--- src/rcv_pkg.sv ---
// Shared types, constants and register codes for the RGB 3x3 convolution block.
package rcv_pkg;

  // Default line store depth (pixels per row that fit)
  localparam int MAX_WIDTH_DEF = 2048;

  // Frame height limit
  localparam int ROW_LIMIT = 4096;

  // Output queue depth (power of two)
  localparam int FIFO_DEPTH = 16;
  localparam int FIFO_PTR_W = $clog2(FIFO_DEPTH);

  // Configuration register indexes
  localparam logic [2:0] REG_IMAGE_WIDTH  = 3'd0;
  localparam logic [2:0] REG_IMAGE_HEIGHT = 3'd1;
  localparam logic [2:0] REG_KERNEL_LEFT  = 3'd2;
  localparam logic [2:0] REG_KERNEL_MID   = 3'd3;
  localparam logic [2:0] REG_KERNEL_RIGHT = 3'd4;

  // Register reset values
  localparam logic [11:0] WIDTH_RST  = 12'd640;
  localparam logic [12:0] HEIGHT_RST = 13'd480;
  localparam logic [23:0] LEFT_RST   = 24'hFFFFFF;
  localparam logic [23:0] MID_RST    = 24'hFF08FF;
  localparam logic [23:0] RIGHT_RST  = 24'hFFFFFF;

  // Packed pixel: red in the low byte, blue in the high byte
  typedef logic [23:0] rgb_t;

  // Three columns of taps, byte j of entry i is coefficient [i][j]
  typedef logic [2:0][23:0] kernel_t;

  // Line store entry: the two previous rows at one column
  typedef struct packed {
    rgb_t older;
    rgb_t newer;
  } line_pair_t;

  // Input beat
  typedef struct packed {
    logic [7:0] in_red;
    logic [7:0] in_green;
    logic [7:0] in_blue;
  } pixel_in_t;

  // Result beat
  typedef struct packed {
    logic [7:0]  out_red;
    logic [7:0]  out_green;
    logic [7:0]  out_blue;
    logic [10:0] out_column;
    logic [11:0] out_row;
    logic        last_of_run;
  } result_t;

  // Push request into the output queue: up to two results per cycle
  typedef struct packed {
    logic [1:0] cnt;
    result_t    first;
    result_t    second;
  } push_t;

endpackage

--- src/rcv_kernel.sv ---
// 3x3 window, per-channel products and sums for the convolution path.
module rcv_kernel (
  input  logic             clk,
  input  logic             shift_en,
  input  rcv_pkg::rgb_t    col_older,
  input  rcv_pkg::rgb_t    col_newer,
  input  rcv_pkg::rgb_t    col_pix,
  input  rcv_pkg::kernel_t taps,
  output rcv_pkg::rgb_t    conv_pix
);

  // win_r[k][m]: row k (0 = two rows up), column m (2 = newest)
  logic [2:0][2:0][23:0]        win_r;
  logic [2:0][2:0][2:0][7:0]    prod_nxt;
  logic [2:0][2:0][2:0][7:0]    prod_r;

  // Low byte of an 8x8 product
  function automatic logic [7:0] mul_lo(input logic [7:0] a, input logic [7:0] b);
    logic [15:0] p;
    p = {8'd0, a} * {8'd0, b};
    return p[7:0];
  endfunction

  // Window shifts left by one column per pixel
  always_ff @(posedge clk) begin
    if (shift_en) begin
      for (int k = 0; k < 3; k++) begin
        win_r[k][0] <= win_r[k][1];
        win_r[k][1] <= win_r[k][2];
      end
      win_r[0][2] <= col_older;
      win_r[1][2] <= col_newer;
      win_r[2][2] <= col_pix;
    end
  end

  // Coefficient [i][j] meets the pixel at column offset 2-i, row offset 2-j
  always_comb begin
    for (int ch = 0; ch < 3; ch++) begin
      for (int i = 0; i < 3; i++) begin
        for (int j = 0; j < 3; j++) begin
          prod_nxt[ch][i][j] = mul_lo(taps[i][8*j +: 8], win_r[2-j][2-i][8*ch +: 8]);
        end
      end
    end
  end

  always_ff @(posedge clk) begin
    prod_r <= prod_nxt;
  end

  // Sum of nine bytes, mod 256
  always_comb begin
    for (int ch = 0; ch < 3; ch++) begin
      conv_pix[8*ch +: 8] = ((prod_r[ch][0][0] + prod_r[ch][0][1]) +
                             (prod_r[ch][0][2] + prod_r[ch][1][0])) +
                            ((prod_r[ch][1][1] + prod_r[ch][1][2]) +
                             (prod_r[ch][2][0] + prod_r[ch][2][1])) +
                            prod_r[ch][2][2];
    end
  end

endmodule

--- config.mk ---
export PLATFORM = sky130hd
export DESIGN_NAME = rcv_kernel
export DESIGN_NICKNAME = d
export VERILOG_FILES = /design/src/rcv_pkg.sv /design/src/rcv_kernel.sv
export SDC_FILE = /design/constraint.sdc
export NUM_CORES = 2
export LEC_CHECK = 0
export BUFFER_PORTS_ARGS = -buffer_cell sky130_fd_sc_hd__buf_2
export CORE_MARGIN = 2
export CORE_UTILIZATION = 35
export CTS_CLUSTER_SIZE = 40
export DETAILED_ROUTE_END_ITERATION = 8
export PLACE_DENSITY = 0.5
export SYNTH_ARGS = -nofsm -noshare
export SYNTH_HDL_FRONTEND = slang
export SYNTH_SLANG_ARGS = --single-unit
export TNS_END_PERCENT = 20
--- constraint.sdc ---
create_clock -name clk -period 11.25 [get_ports clk]
set_input_delay 1.6875 -clock clk [delete_from_list [all_inputs] [get_ports clk]]
set_output_delay 1.6875 -clock clk [all_outputs]
set_load 0.1 [all_outputs]
* Word level (Yosys, flattened, before mapping)
Cells that the tools add are included.
** Word-level totals
- Bits in registers :: 432
- Input port bits :: 146
- Output and inout bits :: 24
- Logic and storage cells :: 87
** Operators by class
- Add/subtract/negate cells :: 24
- $mul :: 27
** Operator list (count)
- $mul 8x8->8 :: 27
- $add 8x8->8 :: 24

* Logic depth before layout (Yosys ltp)
- Depth in word-level cells :: 4
- Mapped depth :: 16
- Gate-level depth less buffers :: 15

* Worst setup path before layout
OpenSTA, ideal clock, no wires.
- Path kind :: register to output
- From :: reg prod_r[194] in the netlist's numbering
- To :: out conv_pix[22]
- Arrival time :: 4.783 ns
- Setup slack :: 4.780 ns
- Cell stages (with the launch flop) :: 14
- Buffers on the path :: 0
- Cell sequence :: dfxtp_1 > fa_1 > fa_1 > fa_1 > inv_1 > fa_1 > inv_1 > ha_1 > inv_1 > fa_1 > inv_1 > a21o_1 > a21oi_1 > xnor2_1
** Between the ends
- Longest elaborated chain between the ends :: 4
** RTL lines
- start: declaration :: line rcv_kernel.sv:15 : logic [2:0][2:0][2:0][7:0] prod_r;
- start signal: assignment :: line rcv_kernel.sv:49 : prod_r <= prod_nxt;
- $add 8x8->8 :: line rcv_kernel.sv:58 : (prod_r[ch][2][0] + prod_r[ch][2][1])) +
- $add 8x8->8 :: line rcv_kernel.sv:57 : ((prod_r[ch][1][1] + prod_r[ch][1][2]) +
- $add 8x8->8 :: line rcv_kernel.sv:56 : (prod_r[ch][0][2] + prod_r[ch][1][0])) +
- $add 8x8->8 :: line rcv_kernel.sv:58
- end: declaration :: line rcv_kernel.sv:9 : output rcv_pkg::rgb_t conv_pix
Every way passes these cells.

* Worst setup path after layout
- From :: reg prod_r[26] in the netlist's numbering
- To :: out conv_pix[6]
** Between the ends
- Longest elaborated chain between the ends :: 4
** RTL lines
- $add 8x8->8 :: line rcv_kernel.sv:56
- $add 8x8->8 :: line rcv_kernel.sv:55 : conv_pix[8*ch +: 8] = ((prod_r[ch][0][0] + prod_r[ch][0][1]) +
- $add 8x8->8 :: line rcv_kernel.sv:56
- $add 8x8->8 :: line rcv_kernel.sv:58
Every way passes these cells.

==> flow_summary.yaml <==
clock_network:
  cts_setup_buffers: 0
  hold_buffers: 0
  path_clk_slew_ns: 0.06
  insertion_delay_ns: 0.65
  root_buffer: "clkbuf_16"
  cts_tree: "built"
  cts.sinks: 432
  post_cts_resized: 0
  cts_max_level: 2
  cts_made_buffers: 54
  clk_path_buf_depth: 3
placement:
  io_buffers: 169
  dp_hpwl_microns: 80900
  dp.cells: 5375
  place.gp.congestion: 0.8131
status:
  status: "completed"
timing:
  report.final.slew_viol_count: 0
  tightest_slew_ns: 0.8554
  hold_violations: 0
  hold_ws_ns: 0.4563
  rsz0062_at_grt: "false"
  relSlewSlack_pct: 42.97
  setup_tns_ns: 0
  period_share_pct: 59.12
  fin_skew_ns: 0.01861
  setup_viol: 0
  period_needed_ns: 6.650
  fmax_mhz: 150.4
setup_path:
  max_stage_delay_ns: 0.54
  cp_num_buf_inv: 5
  worstPathRequired_ns: 9.56
  critical-path-top-delay-family: "adder cells"
  crit_top_cell: "fa_1"
  crit_path_top_delay_cell: "fa_1"
  arrival_ns: 4.96
  worstSetupStartpoint: "prod_r[26]$_DFF_P_"
  crit-reg2reg-launch: "win_r[186]$_DFFE_PP_"
  crit_path_max_fanout: 2
  crit_path_end_kind: "primary output"
  critPathKind: "reg2out"
  cp_cell_sequence: "inv_1 -> fa_1 -> inv_1 -> fa_1 -> fa_1 -> inv_1 -> fa_1 -> inv_1 -> ha_1 -> fa_1 -> a21oi_1 -> nor2_1 -> nor2_1 -> xnor2_1 -> buf_2"
  crit_path_start_kind: "flop"
die:
  die_w_microns: 338.9
  ioPinCount: 170
  start_util_pct: 35.37
  die_height_microns: 338.9
  core_sq_um: 111000
  rows: 122
  dieArea_sq_um: 114800
route:
  drt_iter0_markers: 1135
  firstDrtPassIters: 5
  postRouteAntennaNets: 0
  wirelength_microns: 101900
  route.detailed.drc: 0
  avgRoutedWirePerCell_microns: 18.60
  vias_per_cell: 4.415
  dr_total_vias: 24190
finish:
  multi_input_area_sq_um: 25160
  layoutNonFillerInstCount: 5478
  num-fill-cells: 11090
  nets: 5004
  drive_gt1_share_pct: 6.670
  syn2layout_area_growth_pct: 10.68
  seq_area_sq_um: 10810
synthesis:
  syn_inst: 3787
  syn_area_per_cell_sq_um: 10.36
  seq_area_frac_synth_pct: 27.54
  synth_nets: 4848
  netlist-cell-type-count: 20
  synthesis.area_sq_um: 39250
  ys_ff_latch: 432
  yosysWarningCount: 0
grt:
  grt_usage_pct: 18.33
  grt_pass1_vias: 26080
  overflow: 0
  antenna_found_initial: 12
  grt_start_max_net_pins: 63
  grt_pass1_wl_microns: 160000
flow_run:
  drv_cap: 0
worst_hold_path:
  holdCritStartpoint: "win_r[71]$_DFFE_PP_"
  hold_path_class: "reg2reg"
## cells by family (layout without fill, tap and decap cells)
family | Yosys count | after routing | synth area share, %
simple gates | 976 | 976 | 13.28
compound gates | 124 | 124 | 1.970
fa+ha+maj | 915 | 915 | 37.95
xor+xnor | 489 | 489 | 10.91
other cells | 0 | 2 | 0
buf+inv | 851 | 1052 | 8.346
flops | 432 | 432 | 27.54
## flip-flops by register name, indices dropped and copies added (netlist names)
| name | flops |
|---|---|
| prod_r | 216 |
| win_r | 216 |
## synth_stat cells
cell type | number | area, sq um
edfxtp_1 | 216 | 6486
buf_6 | 2 | 22.52
fa_1 | 459 | 9189
nand2_2 | 3 | 18.77
inv_1 | 779 | 2924
dfxtp_1 | 216 | 4324
and2_2 | 3 | 22.52
clkbuf_1 | 47 | 176.4
a21oi_1 | 63 | 315.3
o21bai_1 | 3 | 22.52
nand2_1 | 354 | 1329
nor2_1 | 4 | 15.01
ha_1 | 456 | 5705
buf_4 | 15 | 112.6
a21o_1 | 58 | 435.4
clkbuf_2 | 2 | 10.01
buf_2 | 6 | 30.03
xor2_1 | 46 | 402.9
and2_1 | 612 | 3829
xnor2_1 | 443 | 3880
## worst paths after layout
check / end / slack [ns] / depth (start not counted)
max reg2reg: prod_r[175]$_DFF_P_ / 7.27 / 11
max: conv_pix[6] / 4.60 / 15
min: win_r[47]$_DFFE_PP_ / 0.46 / 0
min reg2reg: win_r[47]$_DFFE_PP_ / 0.46 / 0
## area by class of cell
type,count,area share [%]
sequential,432,24.88
antenna,2,0.01152
inverter,779,6.731
timing repair buffer,172,2.022
clock buffer,79,3.779
tap,1488,4.286
multi-input combinational,2504,57.92
clock inverter,22,0.3629
## stage by stage
stage / setup slack (ns) / instance area, sq um / util [%]
global route: 4.336 / 43440 / 39.14
floorplan: 4.780 / 39250 / -
global placement: 5.258 / 41640 / 37.52
detailed placement: 5.278 / 41640 / 37.52
finish: 4.600 / 43440 / 39.15
CTS: 4.553 / 43440 / 39.14
## per-layer routing
| layer | vias to the layer above | track usage, % | share of wire (%) | wire, microns |
|---|---|---|---|---|
| met5 | - | 0 | 0.056 | 57 |
| met4 | 10 | 5.176 | 2.7 | 2723 |
| met3 | 128 | 2.058 | 3.7 | 3774 |
| met2 | 377 | 30.01 | 46 | 47240 |
| met1 | 11960 | 25.58 | 47 | 48100 |
| li1 | 11710 | - | - | - |
## layout by cell type (no fill, tap or decap), types with 4 or more instances in the layout
| master | instances |
|---|---|
| inv_1 | 779 |
| fa_1 | 459 |
| clkbuf_16 | 59 |
| clkbuf_1 | 11 |
| buf_2 | 168 |
| ha_1 | 456 |
| clkinv_2 | 10 |
| and2_1 | 612 |
| inv_4 | 4 |
| nand2_1 | 354 |
| dfxtp_1 | 216 |
| xnor2_1 | 443 |
| a21oi_1 | 63 |
| xor2_1 | 46 |
| a21o_1 | 58 |
| edfxtp_1 | 216 |
| clkbuf_8 | 9 |
| nor2_1 | 4 |
Power is not shown: default switching activity piles up to over one toggle a cycle in this logic, so the estimate is an artifact.
